<file path="src/rtl/core/mamt_ram.sv">
// Generic single-write, single-read RAM with registered read data.
module mamt_ram #(
    parameter int WIDTH = 8,
    parameter int DEPTH = 16
) (
    input  logic                     clk,
    input  logic                     we,
    input  logic [$clog2(DEPTH)-1:0] waddr,
    input  logic [WIDTH-1:0]         wdata,
    input  logic                     re,
    input  logic [$clog2(DEPTH)-1:0] raddr,
    output logic [WIDTH-1:0]         rdata
);

    logic [WIDTH-1:0] mem [DEPTH];
    logic [WIDTH-1:0] rdata_reg;

    always_ff @(posedge clk)
    begin
        if (we)
        begin
            mem[waddr] <= wdata;
        end
        if (re)
        begin
            rdata_reg <= mem[raddr];
        end
    end

    assign rdata = rdata_reg;

endmodule

</file>
<file path="config.mk">
export PLATFORM = sky130hd
export DESIGN_NAME = mamt_ram
export DESIGN_NICKNAME = d
export VERILOG_FILES = /design/src/rtl/core/mamt_ram.sv
export SDC_FILE = /design/constraint.sdc
export NUM_CORES = 1
export LEC_CHECK = 0
export ABC_AREA = 1
export ABC_CLOCK_PERIOD_IN_PS = 1300
export CAP_MARGIN = 20
export CORE_UTILIZATION = 45
export DETAILED_ROUTE_END_ITERATION = 16
export DONT_BUFFER_PORTS = 1
export PLACE_DENSITY = 0.62
export SYNTH_ARGS = -nofsm -noshare
export SYNTH_HDL_FRONTEND = slang
export SYNTH_SLANG_ARGS = --single-unit
</file>
<file path="constraint.sdc">
create_clock -name clk -period 1.3 [get_ports clk]
set_clock_uncertainty 0.1 [all_clocks]
set_input_delay 0.26 -clock clk [delete_from_list [all_inputs] [get_ports clk]]
set_output_delay 0.26 -clock clk [all_outputs]
set_load 0.05 [all_outputs]
</file>
==> impl_metrics.yaml <==
synthesis:
  synth_top_area_cell: "sky130_fd_sc_hd__edfxtp_1"
  synth_seq_area_share_pct: 69.8
  arithmetic_cell_share_of_the_synthesized_area_counting_full_adders_half_adders_and_majority_gates_pct: 0
  yosysTopAreaCellShare_pct: 69.8
  syn-mean-instance-area_sq_um: 10.6
  synth_cells: 551
  synth.mux.area_fraction_pct: 0
  ys_types: 11
  synth.ff_latch_count: 136
  synth_top_family_by_area: "simple AND/OR/NAND/NOR gates"
  synth-warning-count: 0
  syn_nets: 570
  synth_compound_area_share_pct: 0
  yosys.area_share.xor_xnor_pct: 0
  synth_area_sq_um: 5850
  post_synth_and_or_nand_nor_area_fraction_pct: 20.8
  synth.top_cells.by_area: "sky130_fd_sc_hd__edfxtp_1 70%, sky130_fd_sc_hd__nand2_1 11%, sky130_fd_sc_hd__nand3_1 8.3%"
timing:
  finalHoldViolations: 0
  fin_crit_sh_pct: 110
  final.setup.tns_ns: -0.534
  setup_viol: 8
  max_freq_mhz: 702
  min_period_ns: 1.43
  fin_hold_ws_ns: 0.0217
  worst_margin_pin_slew_ns: 0.649
  grt_setup_unrepaired: "true"
  worst_slew_margin_rel_pct: 56.6
  final_slew_violations: 0
  layout_setup_ws_ns: -0.125
worst_setup_path:
  critical_path.reg2reg.startpoint: "mem[12][5]$_DFFE_PP_"
  cp_cell_sequence: "buf_6"
  crit_fanout: 1
  timing.reg2reg.worst_path_depth: 6
  worst_path_max_delay_cell: "sky130_fd_sc_hd__edfxtp_1"
  worstSetupStartpointType: "register"
  ff2ff_setup_slack_ns: 0.12
  critical_path.reg2reg.endpoint: "rdata[5]$_DFFE_PP_"
  setup.worst_path.end_class: "output pin"
  critical_path.max_stage_delay_ns: 0.46
  critical_path_arrival_ns: 1.07
  cp_num_cells: 1
  path_delay_family: "flip-flops"
  critical_path_required_ns: 0.94
  critical_path_class: "reg2out"
  buffers_and_inverters_on_the_worst_path: 1
worst_hold_path:
  worstHoldEndpoint: "rdata[5]$_DFFE_PP_"
  worstHoldStart: "raddr[3]"
  number_of_cells_traversed_by_the_worst_hold_path: 2
  min-delay-path-class: "in2reg"
place:
  dpl.hpwl_microns: 7660
  instance_area_after_placement_sq_um: 6120
  buffer_ports.inserted: 0
  finalWeightedCongestion: 0.855
drt:
  drtIter0Drc: 284
  wire_per_inst_microns: 16.3
  via_count: 3781
  post_drt_via_cell_ratio: 4.92
  final_wirelength_microns: 12500
  detail_route_antenna_nets: 0
  drt_pre_antenna_iters: 5
  route.detailed.drc: 0
floorplanning:
  floorplan.die_area_sq_um: 13500
  core_area_sq_um: 12600
  die-height_microns: 116
  num_io_pins: 27
  initial_core_util_pct: 46.3
  placementRows: 41
  die-width_microns: 116
clock_network:
  root_buffer_cell: "sky130_fd_sc_hd__clkbuf_16"
  clock_insertion_delay_worst_skew_ns: 0.41
  number_of_buffers_created_by_cts: 17
  cts_max_level: 4
  cts.repair_timing.setup_buffer_count: 0
  cts.path.max_buffers: 2
  cts_tree: "yes"
  clk_pin_slew_ns: 0.05
  cts_sinks: 136
final_layout:
  num-nets-final: 602
  largest_register_ff_count: 128
  fillCellCount: 1099
  postLayoutCellArea_sq_um: 6820
  area.growth.synth_to_final_pct: 16.6
  utilization_pct: 54.0
  share_of_layout_cells_above_drive_strength_1_pct: 9.23
global_route:
  grt_util_all_layers_pct: 20.4
  grt-ovfl-total: 0
  met3_usage_pct: 5.07
  grt_util_met1_pct: 26.9
  grt_max_degree: 66
  global_route_wire_length_before_repair_microns: 19500
  grt_antenna_before_repair: 1
  via_count_of_the_first_global_routing_pass: 3730
  most_utilized_layer_in_the_global_route_result: "met2"
  met2_track_utilization_from_global_routing_pct: 32.1
job:
  max_capacitance_violation_count: 0
pwr:
  power_per_standard_cell_area_nw_per_um2: 1500
  p_leak_uw: 0.00291
  total_power_consumption_uw: 10200
  vdd_drop_max_v: 0.000873
run_status:
  status: "finished with violations"
  failing_checks: "negative setup slack"
routing by layer:
layer / vias to the layer above / wire, microns
li1: 1852 / -
met1: 1784 / 5500
met2: 118 / 6010
met3: 27 / 667
met4: 0 / 363
met5: - / 0
through the flow:
stage | cells | setup WS (ns)
2_1_floorplan | 551 | -0.0108
3_3_place_gp | 726 | -0.0591
3_5_place_dp | 726 | -0.0723
4_1_cts | 768 | -0.125
5_1_grt | 769 | -0.135
6_report | 769 | -0.125
how the worst max path moves through the flow:
stage	from	endpoint	slack, ns
6_report	rdata[3]$_DFFE_PP_	rdata[3]	-0.13
5_1_grt	rdata[6]$_DFFE_PP_	rdata[6]	-0.13
4_1_cts	rdata[3]$_DFFE_PP_	rdata[3]	-0.13
3_5_place_dp	raddr[1]	rdata[3]$_DFFE_PP_	-0.07
3_3_place_gp	raddr[1]	rdata[2]$_DFFE_PP_	-0.06
2_1_floorplan	waddr[3]	mem[4][0]$_DFFE_PP_	-0.01
synth_stat cells:
library cell,instances
sky130_fd_sc_hd__nor2_1,17
sky130_fd_sc_hd__inv_1,100
sky130_fd_sc_hd__buf_1,1
sky130_fd_sc_hd__buf_6,6
sky130_fd_sc_hd__nand2_1,173
sky130_fd_sc_hd__edfxtp_1,136
sky130_fd_sc_hd__buf_4,4
sky130_fd_sc_hd__buf_2,13
sky130_fd_sc_hd__nand3_1,97
sky130_fd_sc_hd__nand3b_1,2
sky130_fd_sc_hd__inv_2,2
worst register-to-register path, delay by kind of cell, from the launching register on:
kind / cells / cell delay, ns
AND/OR/NAND/NOR: 6 / 0.45
flip-flops: 1 / 0.37
area by class of cell:
cell class / instances / area, sq um / share of cell area (%)
clock inverter: 13 / 135 / 1.98
tap: 172 / 215 / 3.16
antenna: 1 / 2.50 / 0.0367
sequential: 136 / 4080 / 59.9
timing repair buffer: 37 / 354 / 5.19
inverter: 102 / 383 / 5.61
multi-input combinational: 289 / 1210 / 17.8
clock buffer: 19 / 433 / 6.35
where the power goes:
group | switching (uW) | total (uW) | internal, uW
Clock | 1670 | 4630 | 2960
Sequential | 43.2 | 4990 | 4950
Combinational | 383 | 579 | 196
cells in the final DEF, fill, tap and decap left out:
| master | instances |
|---|---|
| sky130_fd_sc_hd__buf_4 | 18 |
| sky130_fd_sc_hd__nand2_1 | 173 |
| sky130_fd_sc_hd__nor2_1 | 17 |
| sky130_fd_sc_hd__clkinv_2 | 6 |
| sky130_fd_sc_hd__clkinv_1 | 4 |
| sky130_fd_sc_hd__nand3b_1 | 2 |
| sky130_fd_sc_hd__nand3_1 | 97 |
| sky130_fd_sc_hd__clkbuf_1 | 2 |
| sky130_fd_sc_hd__dlygate4sd3_1 | 10 |
| sky130_fd_sc_hd__inv_2 | 2 |
| sky130_fd_sc_hd__diode_2 | 1 |
| sky130_fd_sc_hd__buf_6 | 7 |
| sky130_fd_sc_hd__inv_1 | 100 |
| sky130_fd_sc_hd__clkbuf_16 | 17 |
| sky130_fd_sc_hd__bufinv_16 | 3 |
| sky130_fd_sc_hd__buf_12 | 2 |
| sky130_fd_sc_hd__edfxtp_1 | 136 |
logic make-up after synthesis:
| kind of cell | count (synthesis) |
|---|---|
| buf+inv | 126 |
| flops | 136 |
| simple gates | 289 |
timing repair:
action	CTS	global route
hold endpoints to repair	142	0
setup endpoints to repair	8	8
hold buffers	10	0
resized for setup	7	0
(Power assumes the default switching activity.)
