`src/rtl/core/mamt_pkg.sv`:
```
// Shared constants for the masked address match table.
package mamt_pkg;

    localparam int ENTRIES_DEF = 64;
    localparam int HALF_W      = 64;
    localparam int WORD_W      = 4 * HALF_W;
    localparam int COUNT_OUT_W = 7;

    // Operation codes on the request
    localparam logic OP_ADD   = 1'b0;
    localparam logic OP_MATCH = 1'b1;

    // IPv4 compares only the top 32 bits of the high half
    localparam logic [HALF_W-1:0] V4_BITS = 64'hFFFF_FFFF_0000_0000;

endpackage

```
`src/rtl/core/mamt_ctrl.sv`:
```
// Request sequencer: appends entries, scans the table one entry per cycle, compares.
module mamt_ctrl #(
    parameter int ENTRIES = mamt_pkg::ENTRIES_DEF,
    localparam int IDX_W  = $clog2(ENTRIES),
    localparam int CNT_W  = $clog2(ENTRIES + 1)
) (
    input  logic                              clk,
    input  logic                              rst_n,
    input  logic                              start,
    output logic                              busy,
    input  logic                              operation,
    input  logic [mamt_pkg::HALF_W-1:0]       addr_hi,
    input  logic [mamt_pkg::HALF_W-1:0]       addr_lo,
    input  logic [mamt_pkg::HALF_W-1:0]       mask_hi,
    input  logic [mamt_pkg::HALF_W-1:0]       mask_lo,
    input  logic                              is_ipv6,
    output logic                              done,
    output logic                              matched,
    output logic                              table_full,
    output logic [mamt_pkg::COUNT_OUT_W-1:0]  entry_count,
    output logic                              ram_we,
    output logic [IDX_W-1:0]                  ram_waddr,
    output logic [mamt_pkg::WORD_W-1:0]       ram_wdata,
    output logic                              ram_re,
    output logic [IDX_W-1:0]                  ram_raddr,
    input  logic [mamt_pkg::WORD_W-1:0]       ram_rdata
);

    localparam logic [1:0] ST_IDLE  = 2'd0;
    localparam logic [1:0] ST_SCAN  = 2'd1;
    localparam logic [1:0] ST_DRAIN = 2'd2;

    localparam int H = mamt_pkg::HALF_W;

    logic [1:0]       state_reg, state_next;
    logic [CNT_W-1:0] count_reg, count_next;
    logic [IDX_W-1:0] idx_reg, idx_next;
    logic             rd_vld_reg, rd_vld_next;
    logic             done_reg, done_next;
    logic             matched_reg, matched_next;
    logic             full_reg, full_next;
    logic [H-1:0]     src_hi_reg, src_lo_reg;
    logic             v6_reg;

    logic             accept;
    logic             is_full;
    logic             last_issue;
    logic             hit;
    logic [H-1:0]     e_addr_hi, e_addr_lo, e_mask_hi, e_mask_lo, m_hi;
    logic [CNT_W+mamt_pkg::COUNT_OUT_W-1:0] count_ext;

    assign accept     = start && !busy;
    assign is_full    = (count_reg == CNT_W'(ENTRIES));
    assign last_issue = ((CNT_W'(idx_reg) + CNT_W'(1)) == count_reg);

    assign e_addr_hi = ram_rdata[4*H-1:3*H];
    assign e_addr_lo = ram_rdata[3*H-1:2*H];
    assign e_mask_hi = ram_rdata[2*H-1:H];
    assign e_mask_lo = ram_rdata[H-1:0];
    assign m_hi      = v6_reg ? e_mask_hi : (e_mask_hi & mamt_pkg::V4_BITS);

    always_comb
    begin
        hit = ((e_addr_hi & m_hi) == (src_hi_reg & m_hi));
        if (v6_reg)
        begin
            hit = hit && ((e_addr_lo & e_mask_lo) == (src_lo_reg & e_mask_lo));
        end
    end

    // Appends go straight to the next free slot
    assign ram_we    = accept && (operation == mamt_pkg::OP_ADD) && !is_full;
    assign ram_waddr = count_reg[IDX_W-1:0];
    assign ram_wdata = {addr_hi, addr_lo, mask_hi, mask_lo};
    assign ram_re    = (state_reg == ST_SCAN);
    assign ram_raddr = idx_reg;

    always_comb
    begin
        state_next   = state_reg;
        count_next   = count_reg;
        idx_next     = idx_reg;
        rd_vld_next  = 1'b0;
        done_next    = 1'b0;
        matched_next = 1'b0;
        full_next    = 1'b0;
        case (state_reg)
            ST_IDLE:
            begin
                if (accept)
                begin
                    if (operation == mamt_pkg::OP_ADD)
                    begin
                        done_next = 1'b1;
                        if (is_full)
                        begin
                            full_next = 1'b1;
                        end
                        else
                        begin
                            count_next = count_reg + CNT_W'(1);
                        end
                    end
                    else if (count_reg == '0)
                    begin
                        done_next = 1'b1;
                    end
                    else
                    begin
                        idx_next   = '0;
                        state_next = ST_SCAN;
                    end
                end
            end
            ST_SCAN:
            begin
                if (rd_vld_reg && hit)
                begin
                    // stop early; drop the read issued this cycle
                    done_next    = 1'b1;
                    matched_next = 1'b1;
                    state_next   = ST_IDLE;
                end
                else
                begin
                    rd_vld_next = 1'b1;
                    idx_next    = idx_reg + IDX_W'(1);
                    if (last_issue)
                    begin
                        state_next = ST_DRAIN;
                    end
                end
            end
            ST_DRAIN:
            begin
                done_next    = 1'b1;
                matched_next = rd_vld_reg && hit;
                state_next   = ST_IDLE;
            end
            default:
            begin
                state_next = ST_IDLE;
            end
        endcase
    end

    always_ff @(posedge clk or negedge rst_n)
    begin
        if (!rst_n)
        begin
            state_reg   <= ST_IDLE;
            count_reg   <= '0;
            idx_reg     <= '0;
            rd_vld_reg  <= 1'b0;
            done_reg    <= 1'b0;
            matched_reg <= 1'b0;
            full_reg    <= 1'b0;
        end
        else
        begin
            state_reg   <= state_next;
            count_reg   <= count_next;
            idx_reg     <= idx_next;
            rd_vld_reg  <= rd_vld_next;
            done_reg    <= done_next;
            matched_reg <= matched_next;
            full_reg    <= full_next;
        end
    end

    // Hold the match source for the scan
    always_ff @(posedge clk)
    begin
        if (accept)
        begin
            src_hi_reg <= addr_hi;
            src_lo_reg <= addr_lo;
            v6_reg     <= is_ipv6;
        end
    end

    assign count_ext   = {{mamt_pkg::COUNT_OUT_W{1'b0}}, count_reg};
    assign busy        = (state_reg != ST_IDLE);
    assign done        = done_reg;
    assign matched     = matched_reg;
    assign table_full  = full_reg;
    assign entry_count = count_ext[mamt_pkg::COUNT_OUT_W-1:0];

endmodule

```
`config.mk`:
```
export PLATFORM = sky130hd
export DESIGN_NAME = mamt_ctrl
export DESIGN_NICKNAME = d
export VERILOG_FILES = /design/src/rtl/core/mamt_pkg.sv /design/src/rtl/core/mamt_ctrl.sv
export SDC_FILE = /design/constraint.sdc
export NUM_CORES = 1
export LEC_CHECK = 0
export BUFFER_PORTS_ARGS = -buffer_cell sky130_fd_sc_hd__clkbuf_2
export CORE_AREA = 2 2 314 316
export DETAILED_ROUTE_END_ITERATION = 16
export DIE_AREA = 0 0 316 318
export SYNTH_ARGS = -nofsm -noshare
export SYNTH_HDL_FRONTEND = slang
export SYNTH_SLANG_ARGS = --single-unit
```
`constraint.sdc`:
```
create_clock -name clk -period 5.15 [get_ports clk]
set_input_delay 1.03 -clock clk [delete_from_list [all_inputs] [get_ports clk]]
set_output_delay 1.03 -clock clk [all_outputs]
set_load 0.05 [all_outputs]
```
==> metrics.md <==
| Metric | Value |
|---|---|
| CTS tree | `built` |
| Antenna violations before repair | `24` |
| Syn_nets | `1267` |
| R2R Path Start | `src_hi_reg[43]$_DFFE_PP_` |
| Slew @ Worst Pin | `802 ps` |
| Synth Flop Type | `edfxtp_1` |
| Post-synth top area share | `43.6%` |
| CP peak stage delay | `520 ps` |
| Core area | `approximately 0.097 mm²` |
| Share of cells above drive strength 1 | `55.7%` |
| Simple-gate area share of the yosys netlist | `roughly 4.1%` |
| Gate Count Post-Synth | `743` |
| CTS Sinks | `roughly 150` |
| Max Cap Viol | `0` |
| Slowest CP cell | `a311oi_2` |
| Synth Register Bits | `around 150` |
| Critical Path End Type | `output pin` |
| Area growth syn-to-layout | `34.6%` |
| Peak Freq | `approximately 290 MHz` |
| Num CTS Buffers | `17` |
| Dpl hpwl | `44.0 mm` |
| Final Setup Violations | `0` |
| Die area | `0.100 mm²` |
| Synth Area in XOR/XNOR | `about 14%` |
| Placer congestion estimate | `0.919` |
| # IOs | `approximately 800` |
| Final #Nets | `1569` |
| # H-tree levels | `4` |
| Worst Skew | `22.5 ps` |
| Clock Path Buffers | `2` |
| Via count of the first global-routing pass | `7090` |
| Wire length per cell | `21.3 µm` |
| EDFF count, synth | `between 100 and 150` |
| Area of placed instances | `around 0.011 mm²` |
| Worst path arrival time | `2460 ps` |
| Final worst path period share | `67.7%` |
| Multiplexer share of the synthesized area | `0.113%` |
| GRT overflow | `0` |
| GRT Total Usage | `9.74%` |
| Routed Antenna Nets | `0` |
| Root buf cell | `clkbuf_16` |
| Pwr Density | `406 mW/mm²` |
| Initial Utilization | `9.12%` |
| Status | `complete, no violations` |
| Dpl ws | `between 1000 and 1500 ps` |
| Worst-Skew Late Latency | `500 ps` |
| Unrepaired setup endpoints after global routing | `no` |
| Min-delay worst type | `primary input to asynchronous set/reset pin` |
| Async SR Flop Fraction | `roughly 13%` |
| Max-slew headroom | `46.5%` |
| Crit path launch | `state_reg[0]$_DFFE_PN0P_` |
| Pin count of the biggest net entering global routing | `56` |
| CP Class | `register to output pin` |
| Fin cells | `~2400` |
| Via/cell ratio | `2.91` |
| Synth cell types | `44` |
| Synth area leaders | `edfxtp_1 44%, buf_4 22%, xor2_1 13%` |
| Adder-Cell Fraction of Synth Area | `less than 1%` |
| Seq/Total Area, Yosys | `48.9%` |
| Warnings, synthesis | `0` |
| Core Util, Final | `between 10% and 20%` |
| Compound-Gate Fraction of Synth Area | `8.70%` |
| Port Buf Inserts | `541` |
| DR pass1 iterations | `4` |
| Max-slew violations | `0` |
| Setup TNS | `0 ps` |
| Final Power | `4.86 mW` |
| Max VDD drop | `283 µV` |
| DRC | `0` |
| Largest family of logic cells by synthesized area | `buffers and inverters` |
| Post-route cell area | `0.0120 mm²` |
| Hold Buf Count CTS | `0` |
| Post-CTS Resized | `0` |
| Tmin final | `3490 ps` |
| Crit path max fanout | `6` |
| Clock transition at path regs | `90 ps` |
| Min Hold Slack | `521 ps` |
| Largest area contributor in the netlist | `edfxtp_1` |
| Post-Syn Area | `0.00889 mm²` |
| Startpoint types | `register` |
| Final setup margin | `1660 ps` |
| Leakage | `around 5.1 nW` |
| Setup bufs post-CTS | `0` |
| Placed cells | `between 2000 and 2500` |
| Synthesized area per cell | `12.0 µm²` |
| Worst path cell trace | `inv_1 -> ha_1 -> nand2_1 -> a311oi_2 -> clkbuf_2` |
| First-pass GRT wire length | `62.5 mm` |
| Via count | `6850` |
| Routed wire length | `50.0 mm` |
| Std-Cell Rows | `115` |
| Die X | `approximately 320 µm` |
| Final Hold Fails | `0` |
| Iteration-0 DRC Markers | `about 380` |
| CP required | `roughly 4100 ps` |
| Chip height | `318 µm` |
area by class of cell:
| type | count | area (µm²) |
|---|---|---|
| fillers | 11131 | 85400 |
| flip-flops and latches | 148 | 4350 |
| repair buffers | 547 | 2770 |
| multi-input cells | 315 | 2520 |
| well taps | 1287 | 1610 |
| clock buffers | 17 | 425 |
| clock inverters | 15 | 215 |
| inverters | 16 | 65.1 |
| diodes | 7 | 17.5 |
cells in the mapped netlist (2+ instances only):
library cell  count
o221ai_1          2
nor4_2            3
a221oi_1          2
a21oi_1           3
nor4_1            4
a22o_1            2
ha_1              7
o21ai_0           3
o22ai_1           2
buf_4           262
inv_1            16
nand2_1          16
o21ai_1           2
dfrtp_1          19
xnor2_1          11
a22oi_1          67
edfxtp_1        129
and2_1            2
nand4_1          20
nor2_1            5
nand3_1           7
nor3_1            3
xor2_1          131
o2111ai_1         4
a211oi_1          2
layout by cell type, fill, tap and decap left out, types with 5 or more instances in the layout:
master	netlist	routed
nand3_1	7	7
nor2_1	5	5
edfxtp_1	129	129
nand2_1	16	16
dfrtp_1	19	19
xor2_1	131	131
a22oi_1	67	67
nand4_1	20	20
inv_1	16	15
xnor2_1	11	11
inv_8	0	5
ha_1	7	7
diode_2	0	7
clkbuf_16	0	17
clkbuf_2	0	541
buf_4	262	5
layer usage:
layer / share of wire [%] / GRT usage (%) / vias up
met5: 0.12 / 0 / -
met4: 4.5 / 5.40 / 10
met3: 11 / 4.47 / 134
met2: 44 / 14.8 / 476
met1: 40 / 11.3 / 3217
li1: - / - / 3013
cell families after synthesis:
logic type,after synthesis
AOI/OAI and AO/OA,99
xor gates and xnor gates,143
adders and majority gates,7
buffers and inverters,280
DFF,148
muxes,1
and+or+nand+nor,65
power breakdown:
part	internal [mW]	total, mW	switching, mW
Combinational	0.462	1.62	1.16
Clock	0.749	1.45	0.697
Sequential	1.62	1.80	0.174
critical path: cells and delay by family, from the launching register on:
family / cells / cell delay (ps)
buf+inv: 2 / 560
compound gates: 1 / 520
flops: 1 / 420
fa+ha+maj: 1 / 260
simple gates: 1 / 190
path summary, 6_finish.rpt:
kind	endpoint	slack, ps	cells after the start
worst min-delay path	rd_vld_reg$_DFF_PN0_	520	1
max in group asynchronous	done$_DFF_PN0_	4230	1
worst max-delay path	ram_we	1660	5
worst max register to register	ram_raddr[4]$_DFFE_PN0P_	2160	7
min in group clk	ram_raddr[1]$_DFFE_PN0P_	590	2
worst min register to register	ram_raddr[1]$_DFFE_PN0P_	590	2
No activity file was read; power rests on OpenSTA's default activity.
